## src/rtl/core/clrm_pkg.sv

```systemverilog
// Shared types and register indexes of the clamped linear range map.
package clrm_pkg;

   // Configuration register indexes.
   localparam int CSR_INDEX_WIDTH = 3;
   typedef logic [CSR_INDEX_WIDTH-1:0] csr_index_type;

   localparam csr_index_type CSR_IN_LOW     = 3'd0;
   localparam csr_index_type CSR_IN_HIGH    = 3'd1;
   localparam csr_index_type CSR_OUT_LOW    = 3'd2;
   localparam csr_index_type CSR_OUT_HIGH   = 3'd3;
   localparam csr_index_type CSR_PLAIN_MODE = 3'd4;

   // Control flags that ride along with each item down the pipeline.
   typedef struct packed {
      logic bypass;  // result is the carried base value, no scaling
      logic neg;     // scale factor is negative
   } side_type;

endpackage

```

## src/rtl/core/clrm_stream_ifs.sv

```systemverilog
// Valid/ready stream interfaces for the sample and mapped-value channels.
interface clrm_req_if #(parameter int VALUE_WIDTH = 16);
   logic                          valid;
   logic                          ready;
   logic signed [VALUE_WIDTH-1:0] sample;

   modport source (output valid, output sample, input ready);
   modport sink   (input valid, input sample, output ready);
endinterface

interface clrm_rsp_if #(parameter int VALUE_WIDTH = 16);
   logic                          valid;
   logic                          ready;
   logic signed [VALUE_WIDTH-1:0] mapped;

   modport source (output valid, output mapped, input ready);
   modport sink   (input valid, input mapped, output ready);
endinterface

```

## src/rtl/core/clamped_linear_range_map.sv

```systemverilog
// Top level of the clamped linear range map.
//
// Each sample item on req_chan gives exactly one mapped item on rsp_chan,
// in order. Both channels move an item on a clock edge where valid and
// ready are high. Configuration is written through csr_we, csr_index and
// csr_wdata while no item is in flight; unknown indexes are ignored.
//
// Each item passes through registered stages in order: the range tests,
// the product, one restoring division cell per quotient bit
// (VALUE_WIDTH + 1 cells) and the output register. Throughput is one
// item per cycle while rsp_chan takes items; every stage is a registered
// cell that hands its item on each cycle unless the next one is stalled.
//
// When the receiver stalls, the result holds in the output register and
// items upstream close up into empty stages, so req_chan stays ready
// until every stage is full. Reset clears every stage and restores the
// register values: source and target ranges 0 to 255, widening mode.
module clamped_linear_range_map #(
   parameter int VALUE_WIDTH = 16
) (
   input  logic                                 clock,
   input  logic                                 reset,
   clrm_req_if.sink                             req_chan,
   clrm_rsp_if.source                           rsp_chan,
   input  logic                                 csr_we,
   input  logic [clrm_pkg::CSR_INDEX_WIDTH-1:0] csr_index,
   input  logic [VALUE_WIDTH-1:0]               csr_wdata
);

   localparam int W = VALUE_WIDTH;
   localparam int NCELL = W + 1;

   // Configuration registers.
   logic signed [W-1:0] in_low_ff, in_low_in;
   logic signed [W-1:0] in_high_ff, in_high_in;
   logic signed [W-1:0] out_low_ff, out_low_in;
   logic signed [W-1:0] out_high_ff, out_high_in;
   logic                plain_mode_ff, plain_mode_in;

   always_comb begin
      in_low_in     = in_low_ff;
      in_high_in    = in_high_ff;
      out_low_in    = out_low_ff;
      out_high_in   = out_high_ff;
      plain_mode_in = plain_mode_ff;
      if (csr_we) begin
         case (csr_index)
            clrm_pkg::CSR_IN_LOW:     in_low_in     = csr_wdata;
            clrm_pkg::CSR_IN_HIGH:    in_high_in    = csr_wdata;
            clrm_pkg::CSR_OUT_LOW:    out_low_in    = csr_wdata;
            clrm_pkg::CSR_OUT_HIGH:   out_high_in   = csr_wdata;
            clrm_pkg::CSR_PLAIN_MODE: plain_mode_in = csr_wdata[0];
            default: ;
         endcase
      end
   end

   always_ff @(posedge clock) begin
      if (reset) begin
         in_low_ff     <= '0;
         in_high_ff    <= W'(255);
         out_low_ff    <= '0;
         out_high_ff   <= W'(255);
         plain_mode_ff <= 1'b0;
      end else begin
         in_low_ff     <= in_low_in;
         in_high_ff    <= in_high_in;
         out_low_ff    <= out_low_in;
         out_high_ff   <= out_high_in;
         plain_mode_ff <= plain_mode_in;
      end
   end

   // Front stage to product stage.
   logic               fr_valid, fr_ready;
   logic [W-1:0]       fr_offset;
   logic [W:0]         fr_mag;
   logic [W:0]         fr_den;
   clrm_pkg::side_type fr_side;
   logic [W-1:0]       fr_base;

   clrm_front #(.VALUE_WIDTH(W)) u_front (
      .clock      (clock),
      .reset      (reset),
      .in_valid   (req_chan.valid),
      .in_ready   (req_chan.ready),
      .sample     (req_chan.sample),
      .in_low     (in_low_ff),
      .in_high    (in_high_ff),
      .out_low    (out_low_ff),
      .out_high   (out_high_ff),
      .plain_mode (plain_mode_ff),
      .out_valid  (fr_valid),
      .out_ready  (fr_ready),
      .offset     (fr_offset),
      .mag        (fr_mag),
      .den        (fr_den),
      .side       (fr_side),
      .base       (fr_base)
   );

   // Chain links: entry k feeds division cell k, entry NCELL feeds the
   // output stage.
   logic               ch_valid [0:NCELL];
   logic               ch_ready [0:NCELL];
   logic [W:0]         ch_rem   [0:NCELL];
   logic [W:0]         ch_lq    [0:NCELL];
   logic [W:0]         ch_den   [0:NCELL];
   clrm_pkg::side_type ch_side  [0:NCELL];
   logic [W-1:0]       ch_base  [0:NCELL];
   logic [2*W:0]       mu_prod;

   clrm_mult #(.VALUE_WIDTH(W)) u_mult (
      .clock     (clock),
      .reset     (reset),
      .in_valid  (fr_valid),
      .in_ready  (fr_ready),
      .offset    (fr_offset),
      .mag       (fr_mag),
      .den_i     (fr_den),
      .side_i    (fr_side),
      .base_i    (fr_base),
      .out_valid (ch_valid[0]),
      .out_ready (ch_ready[0]),
      .prod      (mu_prod),
      .den_o     (ch_den[0]),
      .side_o    (ch_side[0]),
      .base_o    (ch_base[0])
   );

   // The quotient fits in W + 1 bits, so the upper product bits start out
   // below the divisor and serve as the first partial remainder.
   assign ch_rem[0] = {1'b0, mu_prod[2*W:W+1]};
   assign ch_lq[0]  = mu_prod[W:0];

   for (genvar k = 0; k < NCELL; k++) begin : g_cell
      clrm_div_cell #(.VALUE_WIDTH(W)) u_cell (
         .clock     (clock),
         .reset     (reset),
         .in_valid  (ch_valid[k]),
         .in_ready  (ch_ready[k]),
         .rem_i     (ch_rem[k]),
         .lq_i      (ch_lq[k]),
         .den_i     (ch_den[k]),
         .side_i    (ch_side[k]),
         .base_i    (ch_base[k]),
         .out_valid (ch_valid[k+1]),
         .out_ready (ch_ready[k+1]),
         .rem_o     (ch_rem[k+1]),
         .lq_o      (ch_lq[k+1]),
         .den_o     (ch_den[k+1]),
         .side_o    (ch_side[k+1]),
         .base_o    (ch_base[k+1])
      );
   end

   clrm_back #(.VALUE_WIDTH(W)) u_back (
      .clock     (clock),
      .reset     (reset),
      .in_valid  (ch_valid[NCELL]),
      .in_ready  (ch_ready[NCELL]),
      .quot      (ch_lq[NCELL]),
      .side      (ch_side[NCELL]),
      .base      (ch_base[NCELL]),
      .out_valid (rsp_chan.valid),
      .out_ready (rsp_chan.ready),
      .mapped    (rsp_chan.mapped)
   );

endmodule

```

## src/rtl/core/clrm_front.sv

```systemverilog
// Front stage: range tests, span selection and operand preparation.
module clrm_front #(
   parameter int VALUE_WIDTH = 16
) (
   input  logic                          clock,
   input  logic                          reset,
   input  logic                          in_valid,
   output logic                          in_ready,
   input  logic signed [VALUE_WIDTH-1:0] sample,
   input  logic signed [VALUE_WIDTH-1:0] in_low,
   input  logic signed [VALUE_WIDTH-1:0] in_high,
   input  logic signed [VALUE_WIDTH-1:0] out_low,
   input  logic signed [VALUE_WIDTH-1:0] out_high,
   input  logic                          plain_mode,
   output logic                          out_valid,
   input  logic                          out_ready,
   output logic [VALUE_WIDTH-1:0]        offset,
   output logic [VALUE_WIDTH:0]          mag,
   output logic [VALUE_WIDTH:0]          den,
   output clrm_pkg::side_type            side,
   output logic [VALUE_WIDTH-1:0]        base
);

   localparam int W = VALUE_WIDTH;

   logic signed [W:0]   in_span;
   logic signed [W:0]   out_span;
   logic signed [W+1:0] num;
   logic [W+1:0]        mag_full;
   logic [W:0]          den_calc;
   logic [W-1:0]        offset_calc;
   logic                widen;
   logic                below;
   logic                above;
   logic                zero_span;

   logic                valid_ff, valid_in;
   logic [W-1:0]        offset_ff, offset_in;
   logic [W:0]          mag_ff, mag_in;
   logic [W:0]          den_ff, den_in;
   clrm_pkg::side_type  side_ff, side_in;
   logic [W-1:0]        base_ff, base_in;

   // Spans at one extra bit so that no difference wraps.
   assign in_span  = {in_high[W-1], in_high} - {in_low[W-1], in_low};
   assign out_span = {out_high[W-1], out_high} - {out_low[W-1], out_low};
   assign widen    = !plain_mode && (in_span > out_span);

   // Numerator and divisor of the scale factor, widened by one when the
   // source span is the larger one and plain mode is off.
   assign num = widen ? ({out_span[W], out_span} + {{(W+1){1'b0}}, 1'b1})
                      : {out_span[W], out_span};
   assign mag_full = num[W+1] ? (~num + {{(W+1){1'b0}}, 1'b1}) : num;
   assign den_calc = widen ? (in_span[W:0] + {{W{1'b0}}, 1'b1}) : in_span[W:0];

   // Clamping tests; the below-minimum test wins on an inverted range.
   assign below       = sample < in_low;
   assign above       = sample > in_high;
   assign zero_span   = !widen && (in_span == '0);
   assign offset_calc = sample - in_low;

   assign in_ready = !valid_ff || out_ready;

   always_comb begin
      valid_in  = valid_ff;
      offset_in = offset_ff;
      mag_in    = mag_ff;
      den_in    = den_ff;
      side_in   = side_ff;
      base_in   = base_ff;
      if (in_ready) begin
         valid_in = in_valid;
      end
      if (in_ready && in_valid) begin
         offset_in      = offset_calc;
         mag_in         = mag_full[W:0];
         den_in         = den_calc;
         side_in.bypass = below || above || zero_span;
         side_in.neg    = num[W+1];
         base_in        = (above && !below) ? out_high : out_low;
      end
   end

   always_ff @(posedge clock) begin
      if (reset) begin
         valid_ff <= 1'b0;
      end else begin
         valid_ff <= valid_in;
      end
      offset_ff <= offset_in;
      mag_ff    <= mag_in;
      den_ff    <= den_in;
      side_ff   <= side_in;
      base_ff   <= base_in;
   end

   assign out_valid = valid_ff;
   assign offset    = offset_ff;
   assign mag       = mag_ff;
   assign den       = den_ff;
   assign side      = side_ff;
   assign base      = base_ff;

endmodule

```

## src/rtl/core/clrm_mult.sv

```systemverilog
// Product stage: offset times scale magnitude at full width.
module clrm_mult #(
   parameter int VALUE_WIDTH = 16
) (
   input  logic                     clock,
   input  logic                     reset,
   input  logic                     in_valid,
   output logic                     in_ready,
   input  logic [VALUE_WIDTH-1:0]   offset,
   input  logic [VALUE_WIDTH:0]     mag,
   input  logic [VALUE_WIDTH:0]     den_i,
   input  clrm_pkg::side_type       side_i,
   input  logic [VALUE_WIDTH-1:0]   base_i,
   output logic                     out_valid,
   input  logic                     out_ready,
   output logic [2*VALUE_WIDTH:0]   prod,
   output logic [VALUE_WIDTH:0]     den_o,
   output clrm_pkg::side_type       side_o,
   output logic [VALUE_WIDTH-1:0]   base_o
);

   localparam int W = VALUE_WIDTH;
   localparam int PW = 2 * W + 1;

   logic               valid_ff, valid_in;
   logic [PW-1:0]      prod_ff, prod_in;
   logic [W:0]         den_ff, den_in;
   clrm_pkg::side_type side_ff, side_in;
   logic [W-1:0]       base_ff, base_in;

   assign in_ready = !valid_ff || out_ready;

   always_comb begin
      valid_in = valid_ff;
      prod_in  = prod_ff;
      den_in   = den_ff;
      side_in  = side_ff;
      base_in  = base_ff;
      if (in_ready) begin
         valid_in = in_valid;
      end
      if (in_ready && in_valid) begin
         prod_in = PW'(offset) * PW'(mag);
         den_in  = den_i;
         side_in = side_i;
         base_in = base_i;
      end
   end

   always_ff @(posedge clock) begin
      if (reset) begin
         valid_ff <= 1'b0;
      end else begin
         valid_ff <= valid_in;
      end
      prod_ff <= prod_in;
      den_ff  <= den_in;
      side_ff <= side_in;
      base_ff <= base_in;
   end

   assign out_valid = valid_ff;
   assign prod      = prod_ff;
   assign den_o     = den_ff;
   assign side_o    = side_ff;
   assign base_o    = base_ff;

endmodule

```

## src/rtl/core/clrm_div_cell.sv

```systemverilog
// One restoring-division cell: settles one quotient bit per item.
module clrm_div_cell #(
   parameter int VALUE_WIDTH = 16
) (
   input  logic                   clock,
   input  logic                   reset,
   input  logic                   in_valid,
   output logic                   in_ready,
   input  logic [VALUE_WIDTH:0]   rem_i,
   input  logic [VALUE_WIDTH:0]   lq_i,
   input  logic [VALUE_WIDTH:0]   den_i,
   input  clrm_pkg::side_type     side_i,
   input  logic [VALUE_WIDTH-1:0] base_i,
   output logic                   out_valid,
   input  logic                   out_ready,
   output logic [VALUE_WIDTH:0]   rem_o,
   output logic [VALUE_WIDTH:0]   lq_o,
   output logic [VALUE_WIDTH:0]   den_o,
   output clrm_pkg::side_type     side_o,
   output logic [VALUE_WIDTH-1:0] base_o
);

   localparam int W = VALUE_WIDTH;

   logic [W+1:0]       trial;
   logic [W+1:0]       diff;
   logic               fits;

   logic               valid_ff, valid_in;
   logic [W:0]         rem_ff, rem_in;
   logic [W:0]         lq_ff, lq_in;
   logic [W:0]         den_ff, den_in;
   clrm_pkg::side_type side_ff, side_in;
   logic [W-1:0]       base_ff, base_in;

   // Bring down the next dividend bit and try one subtraction. The low
   // word shifts the dividend bits out at the top and the quotient in.
   assign trial = {rem_i, lq_i[W]};
   assign diff  = trial - {1'b0, den_i};
   assign fits  = trial >= {1'b0, den_i};

   assign in_ready = !valid_ff || out_ready;

   always_comb begin
      valid_in = valid_ff;
      rem_in   = rem_ff;
      lq_in    = lq_ff;
      den_in   = den_ff;
      side_in  = side_ff;
      base_in  = base_ff;
      if (in_ready) begin
         valid_in = in_valid;
      end
      if (in_ready && in_valid) begin
         rem_in  = fits ? diff[W:0] : trial[W:0];
         lq_in   = {lq_i[W-1:0], fits};
         den_in  = den_i;
         side_in = side_i;
         base_in = base_i;
      end
   end

   always_ff @(posedge clock) begin
      if (reset) begin
         valid_ff <= 1'b0;
      end else begin
         valid_ff <= valid_in;
      end
      rem_ff  <= rem_in;
      lq_ff   <= lq_in;
      den_ff  <= den_in;
      side_ff <= side_in;
      base_ff <= base_in;
   end

   assign out_valid = valid_ff;
   assign rem_o     = rem_ff;
   assign lq_o      = lq_ff;
   assign den_o     = den_ff;
   assign side_o    = side_ff;
   assign base_o    = base_ff;

endmodule

```

## src/rtl/core/clrm_back.sv

```systemverilog
// Output stage: applies the sign and adds the base, or passes the base alone for a bypassed item, and holds the result.
module clrm_back #(
   parameter int VALUE_WIDTH = 16
) (
   input  logic                          clock,
   input  logic                          reset,
   input  logic                          in_valid,
   output logic                          in_ready,
   input  logic [VALUE_WIDTH:0]          quot,
   input  clrm_pkg::side_type            side,
   input  logic [VALUE_WIDTH-1:0]        base,
   output logic                          out_valid,
   input  logic                          out_ready,
   output logic signed [VALUE_WIDTH-1:0] mapped
);

   localparam int W = VALUE_WIDTH;

   logic [W:0]   quot_signed;
   logic [W-1:0] scaled;

   logic         valid_ff, valid_in;
   logic [W-1:0] mapped_ff, mapped_in;

   // The quotient is a magnitude; negate it for a falling target range.
   assign quot_signed = side.neg ? (~quot + {{W{1'b0}}, 1'b1}) : quot;
   assign scaled      = quot_signed[W-1:0] + base;

   assign in_ready = !valid_ff || out_ready;

   always_comb begin
      valid_in  = valid_ff;
      mapped_in = mapped_ff;
      if (in_ready) begin
         valid_in = in_valid;
      end
      if (in_ready && in_valid) begin
         mapped_in = side.bypass ? base : scaled;
      end
   end

   always_ff @(posedge clock) begin
      if (reset) begin
         valid_ff <= 1'b0;
      end else begin
         valid_ff <= valid_in;
      end
      mapped_ff <= mapped_in;
   end

   assign out_valid = valid_ff;
   assign mapped    = mapped_ff;

endmodule

```

## src/flat_wrapper.sv

```systemverilog
// flat-port wrapper written by rule: the top's interface ports become plain ports
module clamped_linear_range_map_flat 
#(
   parameter int VALUE_WIDTH = 16
)
  (clock, reset, csr_we, csr_index, csr_wdata, req_chan_valid, req_chan_sample, req_chan_ready, rsp_chan_valid, rsp_chan_mapped, rsp_chan_ready);
  clrm_req_if #(.VALUE_WIDTH(VALUE_WIDTH)) req_chan_i ();
  clrm_rsp_if #(.VALUE_WIDTH(VALUE_WIDTH)) rsp_chan_i ();
  input  logic clock;
  input  logic reset;
  input  logic csr_we;
  input  logic [clrm_pkg::CSR_INDEX_WIDTH-1:0] csr_index;
  input  logic [VALUE_WIDTH-1:0] csr_wdata;
  input wire logic [$bits(req_chan_i.valid)-1:0] req_chan_valid;
  input wire logic [$bits(req_chan_i.sample)-1:0] req_chan_sample;
  output wire logic [$bits(req_chan_i.ready)-1:0] req_chan_ready;
  output wire logic [$bits(rsp_chan_i.valid)-1:0] rsp_chan_valid;
  output wire logic [$bits(rsp_chan_i.mapped)-1:0] rsp_chan_mapped;
  input wire logic [$bits(rsp_chan_i.ready)-1:0] rsp_chan_ready;
  assign req_chan_i.valid = req_chan_valid;
  assign req_chan_i.sample = req_chan_sample;
  assign req_chan_ready = req_chan_i.ready;
  assign rsp_chan_valid = rsp_chan_i.valid;
  assign rsp_chan_mapped = rsp_chan_i.mapped;
  assign rsp_chan_i.ready = rsp_chan_ready;
  clamped_linear_range_map #(.VALUE_WIDTH(VALUE_WIDTH)) u_core (.clock(clock), .reset(reset), .req_chan(req_chan_i), .rsp_chan(rsp_chan_i), .csr_we(csr_we), .csr_index(csr_index), .csr_wdata(csr_wdata));
endmodule
```

## config.mk

```make
export PLATFORM = sky130hd
export DESIGN_NAME = clamped_linear_range_map_flat
export DESIGN_NICKNAME = d
export VERILOG_FILES = /design/src/rtl/core/clrm_pkg.sv /design/src/rtl/core/clrm_stream_ifs.sv /design/src/rtl/core/clamped_linear_range_map.sv /design/src/rtl/core/clrm_front.sv /design/src/rtl/core/clrm_mult.sv /design/src/rtl/core/clrm_div_cell.sv /design/src/rtl/core/clrm_back.sv /design/src/flat_wrapper.sv
export SDC_FILE = /design/constraint.sdc
export NUM_CORES = 2
export LEC_CHECK = 0
export BUFFER_PORTS_ARGS = -buffer_cell sky130_fd_sc_hd__buf_4
export CORE_MARGIN = 2
export CORE_UTILIZATION = 45
export DETAILED_ROUTE_END_ITERATION = 10
export SKIP_CTS_REPAIR_TIMING = 1
export SYNTH_ARGS = -nofsm -noshare
export SYNTH_HDL_FRONTEND = slang
export SYNTH_SLANG_ARGS = --single-unit
```

## constraint.sdc

```tcl
create_clock -name clock -period 12.7 [get_ports clock]
set_input_delay 2.54 -clock clock [delete_from_list [all_inputs] [get_ports clock]]
set_output_delay 2.54 -clock clock [all_outputs]
set_load 0.1 [all_outputs]
```

==> impl_metrics.yaml <==
synthesis:
  ys_types: 90
  netlist_instances: 5846
  synth_nets: 6609
  yosys.area.top_type_share: 0.530
  synth_warnings: 0
  synth_area_leaders: "edfxtp_1 (53%), ha_1 (8.6%), fa_1 (6.3%)"
  synth_seq_area_share: 0.554
  synth.avg_cell_area_sq_um: 12.3
  async_reset_ff_frac: 0
  yosys_register_bits: 1359
  synth_area_sq_mm: 0.0722
  synth-edff-count: 1274
  yosys.area.top_type: "edfxtp_1"
  synthFlopType: "edfxtp_1"
clock_tree:
  htree_num_levels: 4
  clock_latency_ps: 780
  clock-sinks: 1359
  cts_buffer_depth: 3
  cts_tree: "done"
  root_buffer: "clkbuf_16"
  cts.clk_slew.worst_paths_ps: 60
  cts_made_buffers: 148
layout:
  layout_commonest_cell: "edfxtp_1"
  final_cell_mix: "edfxtp_1 (1,274), inv_1 (730), nand2_1 (522)"
  final_cell_area_sq_mm: 0.0802
  diodes: 0
  fin_util: 0.505
  fin_nets: 6740
  syn2layout_area_growth_pct: 11.1
  drive_gt1_frac: 0.0916
drt:
  drt_pre_antenna_iters: 6
  drt-initial-drc-count: 2258
  routedWlPerCell_um: 16.9
  num_vias: 42439
  wl_mm: 138
  drc: 0
  vias_per_cell: 5.19
  ant_nets: 0
timing:
  slew_violations: 0
  timing.final.crit_share: 0.665
  slew_headroom: 0.193
  finalSetupViolCount: 0
  hold_violations: 0
  worstMarginPinSlew_ps: 1210
  timing.setup.tns_ps: 0
  finalWorstSetupSlack_ps: 4250
  period_needed_ps: 8450
  holdWs_ps: 402
  fin_skew_ps: 59.4
  rsz0062_at_grt: "no"
  fmax_mhz: 118
outcome:
  run_status: "complete, no violations"
floorplan:
  die-area_sq_mm: 0.164
  num_rows: 146
  start_util: 0.455
  core_sq_mm: 0.159
  io_pins: 58
  die_x_um: 404
  die_y_um: 404
global_routing:
  grt_pass1_wl_mm: 225
  grt-ovfl-total: 0
  first_global_vias: 44135
  grt_usage: 0.171
  antenna_found_initial: 0
  grt_start_max_net_pins: 86
worst_setup_path:
  worstPathArrival_ps: 5910
  critPathMaxFanout: 6
  path_class: "in -> out"
  start_kind: "input pin"
  worstSetupEndpointType: "output port"
  r2r-start: "u_core.u_front.mag[7]$_DFFE_PP_"
  r2r_cells: 22
  timing.rr.end: "u_core.u_mult.prod[31]$_DFFE_PP_"
  crit_required_ps: 10160
  regToRegSetupSlack_ps: 5690
worst_hold_path:
  hold_path_class: "reg -> reg"
  hold_end: "u_core.g_cell[11].u_cell.lq_o[8]$_DFFE_PP_"
  holdPathStages: 0
  min_from: "u_core.g_cell[10].u_cell.lq_o[7]$_DFFE_PP_"
pwr:
  leakage_nw: 31.5
  p_per_area_mw_per_mm2: 276
  ir_drop_uv: 773
placement:
  place_congestion: 0.904
  hpwl_mm: 105
  portBuffers: 57
  placed_area_sq_mm: 0.0752
  place_ws_ps: 4310
flow_run:
  maxCapViolCount: 0
## power breakdown
group          internal, mW  leakage [nW]  total, mW  switching (mW)
sequential             5.72          12.3       5.92           0.194
clock                  2.55          2.43       4.34            1.79
combinational          5.20          16.8       11.9            6.66
## critical path: stages
cell and delay, ps:
buf_4 110, nor2b_1 360, and3_1 410, and3_1 380
nand2_1 150, nor3_1 530, and4_1 420, and2_0 540
nand3_1 180, buf_4 270
## final cells by class
class / instances / area (sq um)
sequential: 1359 / 40000
timing repair buffer: 84 / 631
tap: 2072 / 2590
fill: 13577 / 78600
clock buffer: 181 / 3910
clock inverter: 92 / 1100
inverter: 732 / 2750
multi-input combinational: 3652 / 29200
## stage by stage
| step | cells | power (mW) |
|---|---|---|
| finish | 8172 | 22.1 |
| global route | 8172 | 24.3 |
| global placement | 7899 | 17.8 |
| floorplan | 5846 | 15.3 |
| CTS | 8172 | 22.4 |
| detailed placement | 7899 | 17.9 |
## logic make-up after synthesis
family,share of synthesized area
AND/OR/NAND/NOR,0.0986
flip-flops,0.554
AO/OA/AOI/OAI,0.0821
buffers and inverters,0.0439
adder cells (fa/ha/maj),0.149
XOR/XNOR,0.0396
multiplexers,0.0331
## metal layers
metal	track usage	wire length, um	vias up
met5	0	0	-
met2	0.331	75400	653
met3	0.0252	4150	311
met4	0.0774	5880	0
met1	0.182	52800	20490
li1	-	-	20985
## cell usage after synthesis, types with 38 or more instances
master,n
a21boi_0,51
a21o_1,89
a21oi_1,267
and2_1,146
and3_1,38
clkbuf_1,80
dfxtp_1,85
edfxtp_1,1274
fa_1,228
ha_1,495
inv_1,730
mux2_2,184
nand2_1,522
nand2b_1,43
nand3_1,87
nand4_1,63
nor2_1,294
nor2b_1,67
nor3_1,97
o21ai_0,187
xnor2_1,209
xor2_1,114
## how the worst max path moves through the flow
stage                        start                                           end  slack (ps)  cells past startpoint
floorplan           rsp_chan_ready  u_core.g_cell[10].u_cell.base_o[0]$_DFFE_PP_        3860                      5
global placement    rsp_chan_ready                                req_chan_ready        4330                     10
detailed placement  rsp_chan_ready                                req_chan_ready        4310                     10
CTS                 rsp_chan_ready                                req_chan_ready        4290                     10
global route        rsp_chan_ready                                req_chan_ready        4020                     10
finish              rsp_chan_ready                                req_chan_ready        4250                     10
## registers in the layout, indices dropped and copies added (netlist names), 2 cells and up
signal,cells
u_core.u_mult.side_o,2
u_core.u_front.offset,16
u_core.g_cell.u_cell.lq_o,272
u_core.g_cell.u_cell.base_o,272
u_core.u_front.den,17
u_core.u_front.mag,17
u_core.g_cell.u_cell.den_o,272
u_core.u_mult.den_o,17
u_core.u_mult.prod,33
u_core.u_back.mapped,16
u_core.in_high_ff,16
u_core.u_mult.base_o,16
u_core.g_cell.u_cell.out_valid,17
u_core.in_low_ff,16
u_core.u_front.base,16
u_core.out_high_ff,16
u_core.g_cell.u_cell.side_o,34
u_core.g_cell.u_cell.rem_o,272
u_core.out_low_ff,16
u_core.u_front.side,2
(Power assumes the default switching activity.)
